==> src/hdl/rso_pkg.sv <==
// ----------------------------------------------------------------------------
// rso_pkg
// Shared types and helpers for the rectangle set overlap checker: request and
// result payloads, stored rectangle format, bounding box math.
// ----------------------------------------------------------------------------
`default_nettype none

package rso_pkg;

	// input request: one rectangle
	typedef struct packed {
		logic              to_set_b;
		logic signed [15:0] left;
		logic signed [15:0] top;
		logic [14:0]       width;
		logic [14:0]       height;
		logic              last;
	} rso_item_t;

	// result of one overlap check
	typedef struct packed {
		logic bounds_touch;
		logic collide;
		logic dropped;
	} rso_result_t;

	// rectangle as kept in the set stores
	typedef struct packed {
		logic signed [15:0] left;
		logic signed [15:0] top;
		logic [14:0]       width;
		logic [14:0]       height;
	} rso_rect_t;

	localparam int unsigned RECT_W = $bits(rso_rect_t);

	// box with resolved edges, 17-bit signed
	typedef struct packed {
		logic signed [16:0] l;
		logic signed [16:0] t;
		logic signed [16:0] r;
		logic signed [16:0] b;
	} rso_box_t;

	// check job handed from the front to the back
	typedef struct packed {
		logic vld;
		logic broad;
		logic dropped;
		logic busy;
	} rso_job_t;

	// back to front handshake
	typedef struct packed {
		logic take;
		logic release_sets;
	} rso_ctl_t;

	function automatic rso_box_t box_of(input rso_rect_t rc);
		rso_box_t bx;
		bx.l = 17'($signed(rc.left));
		bx.t = 17'($signed(rc.top));
		bx.r = $signed(bx.l) + $signed({2'b00, rc.width});
		bx.b = $signed(bx.t) + $signed({2'b00, rc.height});
		return bx;
	endfunction

	function automatic rso_box_t box_merge(input rso_box_t cur, input rso_box_t add);
		rso_box_t bx;
		bx.l = ($signed(add.l) < $signed(cur.l)) ? add.l : cur.l;
		bx.t = ($signed(add.t) < $signed(cur.t)) ? add.t : cur.t;
		bx.r = ($signed(add.r) > $signed(cur.r)) ? add.r : cur.r;
		bx.b = ($signed(add.b) > $signed(cur.b)) ? add.b : cur.b;
		return bx;
	endfunction

	// touching edges count as overlap
	function automatic logic box_touch(input rso_box_t p, input rso_box_t q);
		return !(($signed(p.l) > $signed(q.r)) || ($signed(q.l) > $signed(p.r)) ||
			($signed(p.t) > $signed(q.b)) || ($signed(q.t) > $signed(p.b)));
	endfunction

endpackage

`default_nettype wire

==> src/hdl/rect_set_overlap_check.sv <==
// Loading takes one rectangle request per cycle with no stall while a set fills.
// After the request marked last, input stays full until the back takes the job if
// the broad test fails, else through the pair sweep (one pair per cycle through the
// registered store reads, stopping at the first hit), more while the back waits
// to queue an earlier result; the result is queued once ST_EMIT finds queue room.
// Reset clears counts, flags, control and the result queue; stores are not cleared.
// ----------------------------------------------------------------------------
// rect_set_overlap_check
// Two sets of axis-aligned rectangles, bounding-box broad test and pairwise
// narrow test, one flag result per check.
// ----------------------------------------------------------------------------
`default_nettype none

module rect_set_overlap_check import rso_pkg::*; #(
	parameter int unsigned SET_DEPTH = 16
) (
	input  wire logic        clk,
	input  wire logic        arst_n,
	input  wire logic        push,
	output logic             full,
	input  wire rso_item_t   item,
	output logic             empty,
	input  wire logic        pop,
	output rso_result_t      result
);

	localparam int unsigned IDX_W = (SET_DEPTH > 1) ? $clog2(SET_DEPTH) : 1;
	localparam int unsigned CNT_W = $clog2(SET_DEPTH + 1);

	logic             wr_a_en, wr_b_en;
	logic [IDX_W-1:0] wr_addr, rd_a_addr, rd_b_addr;
	rso_rect_t        wr_data, rd_a_data, rd_b_data;
	rso_job_t         job;
	rso_ctl_t         ctl;
	logic [CNT_W-1:0] job_cnt_a, job_cnt_b;

	// loading and broad test
	rso_front #(.SET_DEPTH(SET_DEPTH)) u_front (
		.clk       (clk),
		.arst_n    (arst_n),
		.push      (push),
		.full      (full),
		.item      (item),
		.wr_a_en   (wr_a_en),
		.wr_b_en   (wr_b_en),
		.wr_addr   (wr_addr),
		.wr_data   (wr_data),
		.job       (job),
		.job_cnt_a (job_cnt_a),
		.job_cnt_b (job_cnt_b),
		.ctl       (ctl)
	);

	// set stores
	rso_ram #(.WIDTH(RECT_W), .DEPTH(SET_DEPTH)) u_ram_a (
		.clk   (clk),
		.we    (wr_a_en),
		.waddr (wr_addr),
		.wdata (wr_data),
		.raddr (rd_a_addr),
		.rdata (rd_a_data)
	);

	rso_ram #(.WIDTH(RECT_W), .DEPTH(SET_DEPTH)) u_ram_b (
		.clk   (clk),
		.we    (wr_b_en),
		.waddr (wr_addr),
		.wdata (wr_data),
		.raddr (rd_b_addr),
		.rdata (rd_b_data)
	);

	// pair sweep and result queue
	rso_back #(.SET_DEPTH(SET_DEPTH)) u_back (
		.clk       (clk),
		.arst_n    (arst_n),
		.job       (job),
		.job_cnt_a (job_cnt_a),
		.job_cnt_b (job_cnt_b),
		.ctl       (ctl),
		.rd_a_addr (rd_a_addr),
		.rd_b_addr (rd_b_addr),
		.rd_a_data (rd_a_data),
		.rd_b_data (rd_b_data),
		.empty     (empty),
		.pop       (pop),
		.result    (result)
	);

	// a pending job stays until the back takes it
	a_job_held: assert property (@(posedge clk) disable iff (!arst_n)
		job.vld && !ctl.take |=> job.vld)
		else $error("check job lost before take");

	// stores are released only while the front waits on them
	a_release_busy: assert property (@(posedge clk) disable iff (!arst_n)
		ctl.release_sets |-> job.busy)
		else $error("set release without a running check");

	// no store write while the back may still read the sets
	a_no_write_busy: assert property (@(posedge clk) disable iff (!arst_n)
		(wr_a_en || wr_b_en) |-> !job.busy)
		else $error("store write during pair sweep");

endmodule

`default_nettype wire

==> src/hdl/rso_ram.sv <==
// ----------------------------------------------------------------------------
// rso_ram
// Generic single write, single read memory with registered read data.
// ----------------------------------------------------------------------------
`default_nettype none

module rso_ram #(
	parameter int unsigned WIDTH = 8,
	parameter int unsigned DEPTH = 16
) (
	input  wire logic                                     clk,
	input  wire logic                                     we,
	input  wire logic [((DEPTH > 1) ? $clog2(DEPTH) : 1)-1:0] waddr,
	input  wire logic [WIDTH-1:0]                         wdata,
	input  wire logic [((DEPTH > 1) ? $clog2(DEPTH) : 1)-1:0] raddr,
	output logic      [WIDTH-1:0]                         rdata
);

	logic [WIDTH-1:0] mem_q [DEPTH];

	// write port
	always_ff @(posedge clk) begin
		if (we) begin
			mem_q[waddr] <= wdata;
		end
	end

	// registered read port
	always_ff @(posedge clk) begin
		rdata <= mem_q[raddr];
	end

endmodule

`default_nettype wire

==> src/hdl/rso_front.sv <==
// ----------------------------------------------------------------------------
// rso_front
// Loads rectangles into set A or B, tracks each set's bounding box, runs the
// broad test after the last request and hands a check job to the back.
// ----------------------------------------------------------------------------
`default_nettype none

module rso_front import rso_pkg::*; #(
	parameter int unsigned SET_DEPTH = 16
) (
	input  wire logic                                clk,
	input  wire logic                                arst_n,
	input  wire logic                                push,
	output logic                                     full,
	input  wire rso_item_t                           item,
	output logic                                     wr_a_en,
	output logic                                     wr_b_en,
	output logic [((SET_DEPTH > 1) ? $clog2(SET_DEPTH) : 1)-1:0] wr_addr,
	output rso_rect_t                                wr_data,
	output rso_job_t                                 job,
	output logic [$clog2(SET_DEPTH + 1)-1:0]         job_cnt_a,
	output logic [$clog2(SET_DEPTH + 1)-1:0]         job_cnt_b,
	input  wire rso_ctl_t                            ctl
);

	localparam int unsigned IDX_W = (SET_DEPTH > 1) ? $clog2(SET_DEPTH) : 1;
	localparam int unsigned CNT_W = $clog2(SET_DEPTH + 1);

	logic [CNT_W-1:0] cnt_a_q, cnt_b_q;
	logic             overflow_q;
	logic             chk_q;
	logic             busy_q;
	logic             job_vld_q;
	logic             job_broad_q;
	logic             job_drop_q;
	logic [CNT_W-1:0] job_cnt_a_q, job_cnt_b_q;
	rso_box_t         box_a_q, box_b_q;

	logic     acc;
	logic     a_room, b_room;
	logic     tgt_room;
	rso_box_t box_in;
	logic     broad_now;

	// request decode and store write
	always_comb begin
		full      = chk_q | busy_q;
		acc       = push & ~full;
		a_room    = (cnt_a_q != CNT_W'(SET_DEPTH));
		b_room    = (cnt_b_q != CNT_W'(SET_DEPTH));
		tgt_room  = item.to_set_b ? b_room : a_room;
		wr_data   = '{left: item.left, top: item.top, width: item.width,
			height: item.height};
		box_in    = box_of(wr_data);
		wr_a_en   = acc & ~item.to_set_b & a_room;
		wr_b_en   = acc & item.to_set_b & b_room;
		wr_addr   = item.to_set_b ? cnt_b_q[IDX_W-1:0] : cnt_a_q[IDX_W-1:0];
		broad_now = (cnt_a_q != '0) && (cnt_b_q != '0) && box_touch(box_a_q, box_b_q);
	end

	// counts, overflow flag and job handoff
	always_ff @(posedge clk or negedge arst_n) begin
		if (!arst_n) begin
			cnt_a_q    <= '0;
			cnt_b_q    <= '0;
			overflow_q <= 1'b0;
			chk_q      <= 1'b0;
			busy_q     <= 1'b0;
			job_vld_q  <= 1'b0;
		end else begin
			if (wr_a_en) begin
				cnt_a_q <= cnt_a_q + CNT_W'(1);
			end
			if (wr_b_en) begin
				cnt_b_q <= cnt_b_q + CNT_W'(1);
			end
			if (acc && !tgt_room) begin
				overflow_q <= 1'b1;
			end
			if (acc && item.last) begin
				chk_q <= 1'b1;
			end
			if (chk_q) begin
				chk_q      <= 1'b0;
				job_vld_q  <= 1'b1;
				busy_q     <= 1'b1;
				cnt_a_q    <= '0;
				cnt_b_q    <= '0;
				overflow_q <= 1'b0;
			end
			if (ctl.take) begin
				job_vld_q <= 1'b0;
			end
			if (ctl.release_sets) begin
				busy_q <= 1'b0;
			end
		end
	end

	// job payload
	always_ff @(posedge clk) begin
		if (chk_q) begin
			job_broad_q <= broad_now;
			job_drop_q  <= overflow_q;
			job_cnt_a_q <= cnt_a_q;
			job_cnt_b_q <= cnt_b_q;
		end
	end

	// bounding boxes, first rectangle of a set loads the box
	always_ff @(posedge clk) begin
		if (wr_a_en) begin
			box_a_q <= (cnt_a_q == '0) ? box_in : box_merge(box_a_q, box_in);
		end
		if (wr_b_en) begin
			box_b_q <= (cnt_b_q == '0) ? box_in : box_merge(box_b_q, box_in);
		end
	end

	assign job = '{vld: job_vld_q, broad: job_broad_q, dropped: job_drop_q,
		busy: busy_q};
	assign job_cnt_a = job_cnt_a_q;
	assign job_cnt_b = job_cnt_b_q;

endmodule

`default_nettype wire

==> src/hdl/rso_back.sv <==
// ----------------------------------------------------------------------------
// rso_back
// Takes check jobs, sweeps all A/B pairs out of the set stores until a hit or
// the last pair, and queues the result for the output side.
// ----------------------------------------------------------------------------
`default_nettype none

module rso_back import rso_pkg::*; #(
	parameter int unsigned SET_DEPTH = 16
) (
	input  wire logic                                clk,
	input  wire logic                                arst_n,
	input  wire rso_job_t                            job,
	input  wire logic [$clog2(SET_DEPTH + 1)-1:0]    job_cnt_a,
	input  wire logic [$clog2(SET_DEPTH + 1)-1:0]    job_cnt_b,
	output rso_ctl_t                                 ctl,
	output logic [((SET_DEPTH > 1) ? $clog2(SET_DEPTH) : 1)-1:0] rd_a_addr,
	output logic [((SET_DEPTH > 1) ? $clog2(SET_DEPTH) : 1)-1:0] rd_b_addr,
	input  wire rso_rect_t                           rd_a_data,
	input  wire rso_rect_t                           rd_b_data,
	output logic                                     empty,
	input  wire logic                                pop,
	output rso_result_t                              result
);

	localparam int unsigned IDX_W = (SET_DEPTH > 1) ? $clog2(SET_DEPTH) : 1;
	localparam int unsigned CNT_W = $clog2(SET_DEPTH + 1);

	typedef enum logic [3:0] {
		ST_IDLE  = 4'b0001,
		ST_SCAN  = 4'b0010,
		ST_DRAIN = 4'b0100,
		ST_EMIT  = 4'b1000
	} state_t;

	state_t           state_q;
	logic [IDX_W-1:0] i_q, j_q;
	logic [CNT_W-1:0] cnt_a_q, cnt_b_q;
	logic             bounds_q, drop_q, hit_q;
	logic             rd_vld_s1;

	rso_result_t      fifo_q [2];
	logic             wr_ptr_q, rd_ptr_q;
	logic [1:0]       fill_q;

	logic take, i_last, j_last, hit_now, res_push, res_pop;

	// sweep control
	always_comb begin
		take     = (state_q == ST_IDLE) && job.vld;
		i_last   = (CNT_W'(i_q) == cnt_a_q - CNT_W'(1));
		j_last   = (CNT_W'(j_q) == cnt_b_q - CNT_W'(1));
		hit_now  = rd_vld_s1 && box_touch(box_of(rd_a_data), box_of(rd_b_data));
		res_push = (state_q == ST_EMIT) && (fill_q != 2'd2);
		res_pop  = pop && (fill_q != 2'd0);
		ctl.take         = take;
		ctl.release_sets = (take && !job.broad) || (state_q == ST_DRAIN);
		rd_a_addr = i_q;
		rd_b_addr = j_q;
	end

	// state machine
	always_ff @(posedge clk or negedge arst_n) begin
		if (!arst_n) begin
			state_q   <= ST_IDLE;
			rd_vld_s1 <= 1'b0;
		end else begin
			rd_vld_s1 <= (state_q == ST_SCAN);
			case (state_q)
				ST_IDLE: begin
					if (take) begin
						state_q <= job.broad ? ST_SCAN : ST_EMIT;
					end
				end
				ST_SCAN: begin
					if (hit_q || hit_now || (i_last && j_last)) begin
						state_q <= ST_DRAIN;
					end
				end
				ST_DRAIN: begin
					state_q <= ST_EMIT;
				end
				ST_EMIT: begin
					if (res_push) begin
						state_q <= ST_IDLE;
					end
				end
				default: begin
					state_q <= ST_IDLE;
				end
			endcase
		end
	end

	// job copy, pair indexes and hit flag
	always_ff @(posedge clk) begin
		if (take) begin
			cnt_a_q  <= job_cnt_a;
			cnt_b_q  <= job_cnt_b;
			bounds_q <= job.broad;
			drop_q   <= job.dropped;
			hit_q    <= 1'b0;
			i_q      <= '0;
			j_q      <= '0;
		end else begin
			if (hit_now) begin
				hit_q <= 1'b1;
			end
			if (state_q == ST_SCAN) begin
				if (j_last) begin
					j_q <= '0;
					i_q <= i_q + IDX_W'(1);
				end else begin
					j_q <= j_q + IDX_W'(1);
				end
			end
		end
	end

	// two-entry result queue
	always_ff @(posedge clk or negedge arst_n) begin
		if (!arst_n) begin
			wr_ptr_q <= 1'b0;
			rd_ptr_q <= 1'b0;
			fill_q   <= 2'd0;
		end else begin
			if (res_push) begin
				wr_ptr_q <= ~wr_ptr_q;
			end
			if (res_pop) begin
				rd_ptr_q <= ~rd_ptr_q;
			end
			fill_q <= fill_q + 2'(res_push) - 2'(res_pop);
		end
	end

	always_ff @(posedge clk) begin
		if (res_push) begin
			fifo_q[wr_ptr_q] <= '{bounds_touch: bounds_q, collide: hit_q,
				dropped: drop_q};
		end
	end

	assign empty  = (fill_q == 2'd0);
	assign result = fifo_q[rd_ptr_q];

endmodule

`default_nettype wire
==> config.mk <==
export PLATFORM = sky130hd
export DESIGN_NAME = rect_set_overlap_check
export DESIGN_NICKNAME = d
export VERILOG_FILES = /design/src/hdl/rso_pkg.sv /design/src/hdl/rect_set_overlap_check.sv /design/src/hdl/rso_ram.sv /design/src/hdl/rso_front.sv /design/src/hdl/rso_back.sv
export SDC_FILE = /design/constraint.sdc
export NUM_CORES = 2
export LEC_CHECK = 0
export ABC_AREA = 0
export BUFFER_PORTS_ARGS = -buffer_cell sky130_fd_sc_hd__buf_2
export CAP_MARGIN = 20
export CORE_ASPECT_RATIO = 0.75
export CORE_MARGIN = 8
export CORE_UTILIZATION = 40
export CTS_CLUSTER_DIAMETER = 30
export DETAILED_ROUTE_END_ITERATION = 10
export PLACE_DENSITY_LB_ADDON = 0.25
export SLEW_MARGIN = 20
export SYNTH_ARGS = -nofsm -noshare
export SYNTH_HDL_FRONTEND = slang
export SYNTH_SLANG_ARGS = --single-unit
==> constraint.sdc <==
create_clock -name clk -period 6.8 [get_ports clk]
set_input_delay 0.68 -clock clk [delete_from_list [all_inputs] [get_ports clk]]
set_output_delay 0.68 -clock clk [all_outputs]
set_load 0.005 [all_outputs]
==> key figures <==
Run status
  • Run status: finished clean

Power
  • Peak VDD IR: 0.293 mV
  • Switch share: 24.7%
  • Sw power: 10.3 mW
  • Pwr/cell area: 369 mW/mm^2
  • Gate power share: 11.8%
  • Clk pwr share: 48.6%
  • Seq pwr share: 39.6%
  • Pint: 31.4 mW
  • Pleak: 37.7 nW

Timing
  • Finish-stage setup viols: 0
  • Slew headroom: 25.3%
  • Final min period: 5.49 ns
  • Worst clock skew: 0.0472 ns
  • Hold slack: 0.157 ns
  • Final hold violation count: 0
  • RSZ-0062 raised after global routing: false
  • Fin. max-slew vios: 0
  • Worst-margin pin slew: 1.12 ns
  • Max Freq: 182 MHz
  • Setup TNS: 0 ns
  • Crit share post-route: 80.7%

GRT
  • Largest net degree at the start of global routing: 110
  • Grt ovf: 0
  • Initial antenna violation count: 39
  • GRT Total Usage: 20.2%
  • First-pass GRT wire length: 365 mm
  • Vias in the first global route: 48,500

Place
  • IO Port Bufs: 72
  • Cell count after placement: 7,814
  • GPL Wtd Cong: 0.892
  • Post-DP HPWL: 153 mm

Floorplanning
  • Die area: 0.250 sq mm
  • Die X-Extent: 575 um
  • Die height: 435 um
  • Starting Density: 40.1%
  • # IOs: 73
  • Core area: 0.234 sq mm
  • Core Rows: 154

Worst setup path
  • R2r setup slk: 1.31 ns
  • Startpoint Class: flop
  • FF-to-FF End: u_back.state_q[1]
  • Worst reg-to-reg path cell count: 19
  • R2r startpoint: u_ram_a.rdata[0]
  • Crit. Startpoint: u_ram_a.rdata[0]
  • CP arrival: 6.21 ns
  • CP endpoint kind: flop
  • Worst Path Required: 7.52 ns
  • Setup crit end: u_back.state_q[1]
  • CP max FO: 3
  • CP Class: flop to flop

Routing
  • Routed wire length per instance: 30.2 um
  • Via/cell ratio: 5.67
  • Final ANT Viol Nets: 0
  • DR DRC count: 0
  • Via count: 48,500
  • Iteration-0 DRC Markers: 5,174
  • Total iterations of the first detailed-routing run: 6
  • Routed wire length: 259 mm

Clock tree
  • Longest Clk Path Bufs: 4
  • Post-CTS setup buffers: 0
  • Root buffer cell: clkbuf_16
  • CTS Sinks: 2,302
  • Worst-skew pair later-pin latency: 0.87 ns
  • Clock-pin slew on the worst setup and hold paths: 0.05 ns
  • CTS Buf Count: 394
  • CTS tree: built
  • CTS H-Tree Depth: 5

Synth
  • YS warnings: 0
  • Synth Instances: 4,634
  • Synth top area cells: edfxtp_1 (69%), mux4_2 (15%), ha_1 (4.9%)
  • Synth Area per Inst: 20.2 sq um
  • Mapped Area: 0.0938 sq mm
  • EDFF count, synth: 2,146
  • Post-synthesis sequential area ratio: 72.2%
  • Synthesized Nets: 5,072
  • Flops & latches, synth: 2,302
  • Post-synth cell types: 73
  • Area leader, netlist: edfxtp_1
  • Async SR Flop Fraction: 0.999%
  • Top cell type's share of synthesized area: 68.7%
  • Synth Flop Type: edfxtp_1

Job
  • Total of max-cap violations: 0

Finish
  • Ratio of cells with drive above 1 in the final layout: 28.8%
  • Final Util: 48.3%
  • Layout Cells excl Fill: 8,551
  • Register Area: 0.0677 sq mm
  • Synth-to-Final Area Change: 20.4%
  • Area of the multi-input gates: 0.0250 sq mm
  • Final net count: 5,529
  • Fillers: 19,100

Min path
  • HP Class: primary input to flop
layer usage:
metal | share of wire (%) | GRT usage (%) | up-vias
met5 | 0.046 | 0 | -
met4 | 1.8 | 4.18 | 18
met3 | 8.2 | 4.37 | 358
met2 | 45 | 30.3 | 1983
met1 | 45 | 30.5 | 25900
li1 | - | - | 20300
kinds of logic after synthesis:
kind of cell	synth area share, %
AO/OA/AOI/OAI	2.91
buffers and inverters	1.50
multiplexers	15.0
adder cells (fa/ha/maj)	4.98
AND/OR/NAND/NOR	2.53
XOR/XNOR	0.952
flip-flops	72.2
cells in the mapped netlist (21+ instances only):
| cell type | number |
|---|---|
| clkbuf_1 | 80 |
| dfrtp_1 | 22 |
| o21a_1 | 27 |
| nand2b_1 | 23 |
| nor2_1 | 122 |
| mux4_2 | 620 |
| inv_1 | 211 |
| nor2b_1 | 31 |
| dfxtp_1 | 133 |
| nand4_1 | 32 |
| ha_1 | 364 |
| o21ai_0 | 68 |
| nand2_1 | 68 |
| buf_2 | 47 |
| nor3_1 | 47 |
| buf_1 | 21 |
| nand3_1 | 61 |
| edfxtp_1 | 2146 |
| a21oi_1 | 101 |
| xor2_1 | 43 |
| xnor2_1 | 59 |
| a21o_1 | 50 |
critical path: stages (launching register included):
cell	delay [ns]
dfxtp_1	0.30
ha_1	0.23
fa_1	0.42
a21o_1	0.17
a21oi_1	0.27
o21ai_0	0.16
nand3_1	0.12
nand3_1	0.13
a31oi_1	0.22
o21ai_0	0.18
a211o_1	0.34
ha_1	0.31
nand2b_1	0.11
a2111oi_4	0.39
o21ai_1	0.15
a211oi_1	0.27
a21oi_1	0.31
a2111oi_2	0.89
a211oi_1	0.16
a22o_1	0.22
state kept, by name (all words and copies together) (netlist names), 5 cells and up:
signal             cells
u_ram_a.mem_q        992
u_ram_b.mem_q        992
u_front.box_a_q       66
u_front.box_b_q       66
u_ram_a.rdata         62
u_ram_b.rdata         62
u_back.fifo_q          6
u_back.cnt_a_q         5
u_back.cnt_b_q         5
u_front.cnt_a_q        5
u_front.cnt_b_q        5
u_front.job_cnt_a      5
u_front.job_cnt_b      5
worst min-delay path by stage:
stage	depth (start not counted)	slack, ns	to	startpoint
floorplan	0	0.38	u_back.fill_q[0]	arst_n
global route	2	0.12	u_front.chk_q	item[0]
detailed placement	0	0.40	u_back.cnt_b_q[0]	u_front.job_cnt_b[0]
CTS	2	0.1	u_front.chk_q	item[0]
finish	2	0.16	u_front.chk_q	item[0]
global placement	0	0.40	u_back.cnt_b_q[1]	u_front.job_cnt_b[1]
cell usage in the layout, fill, tap and decap left out, types with 10 or more instances in the layout:
cell type	n
a211oi_1	20
a21o_1	50
a21oi_1	100
a31oi_1	17
and3_1	19
buf_12	28
buf_2	72
buf_4	108
bufinv_16	59
clkbuf_1	42
clkbuf_16	399
clkbuf_8	16
clkinv_1	33
clkinv_2	46
clkinv_4	38
clkinvlp_4	50
dfrtp_1	22
dfxtp_1	125
edfxtp_1	2146
ha_1	364
inv_1	211
inv_6	28
mux4_2	620
nand2_1	68
nand2b_1	23
nand3_1	61
nand4_1	32
nor2_1	90
nor2_4	32
nor2b_1	31
nor3_1	46
o21a_1	27
o21ai_0	68
o21bai_1	10
o31ai_1	17
or2_2	11
or3_1	13
xnor2_1	59
xor2_1	43
area by class of cell:
| class | instances | share of cell area [%] |
|---|---|---|
| clock buffer | 457 | 9.18 |
| tap | 3120 | 3.46 |
| inverter | 211 | 0.701 |
| antenna | 9 | 0.0199 |
| timing repair buffer | 209 | 1.54 |
| clock inverter | 270 | 2.98 |
| multi-input combinational | 1973 | 22.1 |
| sequential | 2302 | 60.0 |
stage by stage:
stage	area, sq um	setup slack [ns]	power [mW]
final	113000	1.31	41.7
after global routing	113000	1.00	43.2
after CTS	113000	1.35	42.0
after detailed placement	99100	1.36	21.7
after global placement	99100	1.33	21.6
after floorplan	93800	1.70	19.9
power groups by stage:
stage          combinational [mW]  sequential [mW]  clock [mW]
5_1_grt                      5.43             16.6        21.2
6_report                     4.93             16.5        20.2
3_3_place_gp                 4.83             16.8           0
4_1_cts                      4.91             16.5        20.5
3_5_place_dp                 4.87             16.8           0
2_1_floorplan                3.33             16.6           0
repair_timing:
item                                   4_1_cts  5_1_grt
endpoints found under the hold margin       22        0
gates resized for setup                      0        0
hold buffers                                 1        0
Power figures use the tool's default switching activity.
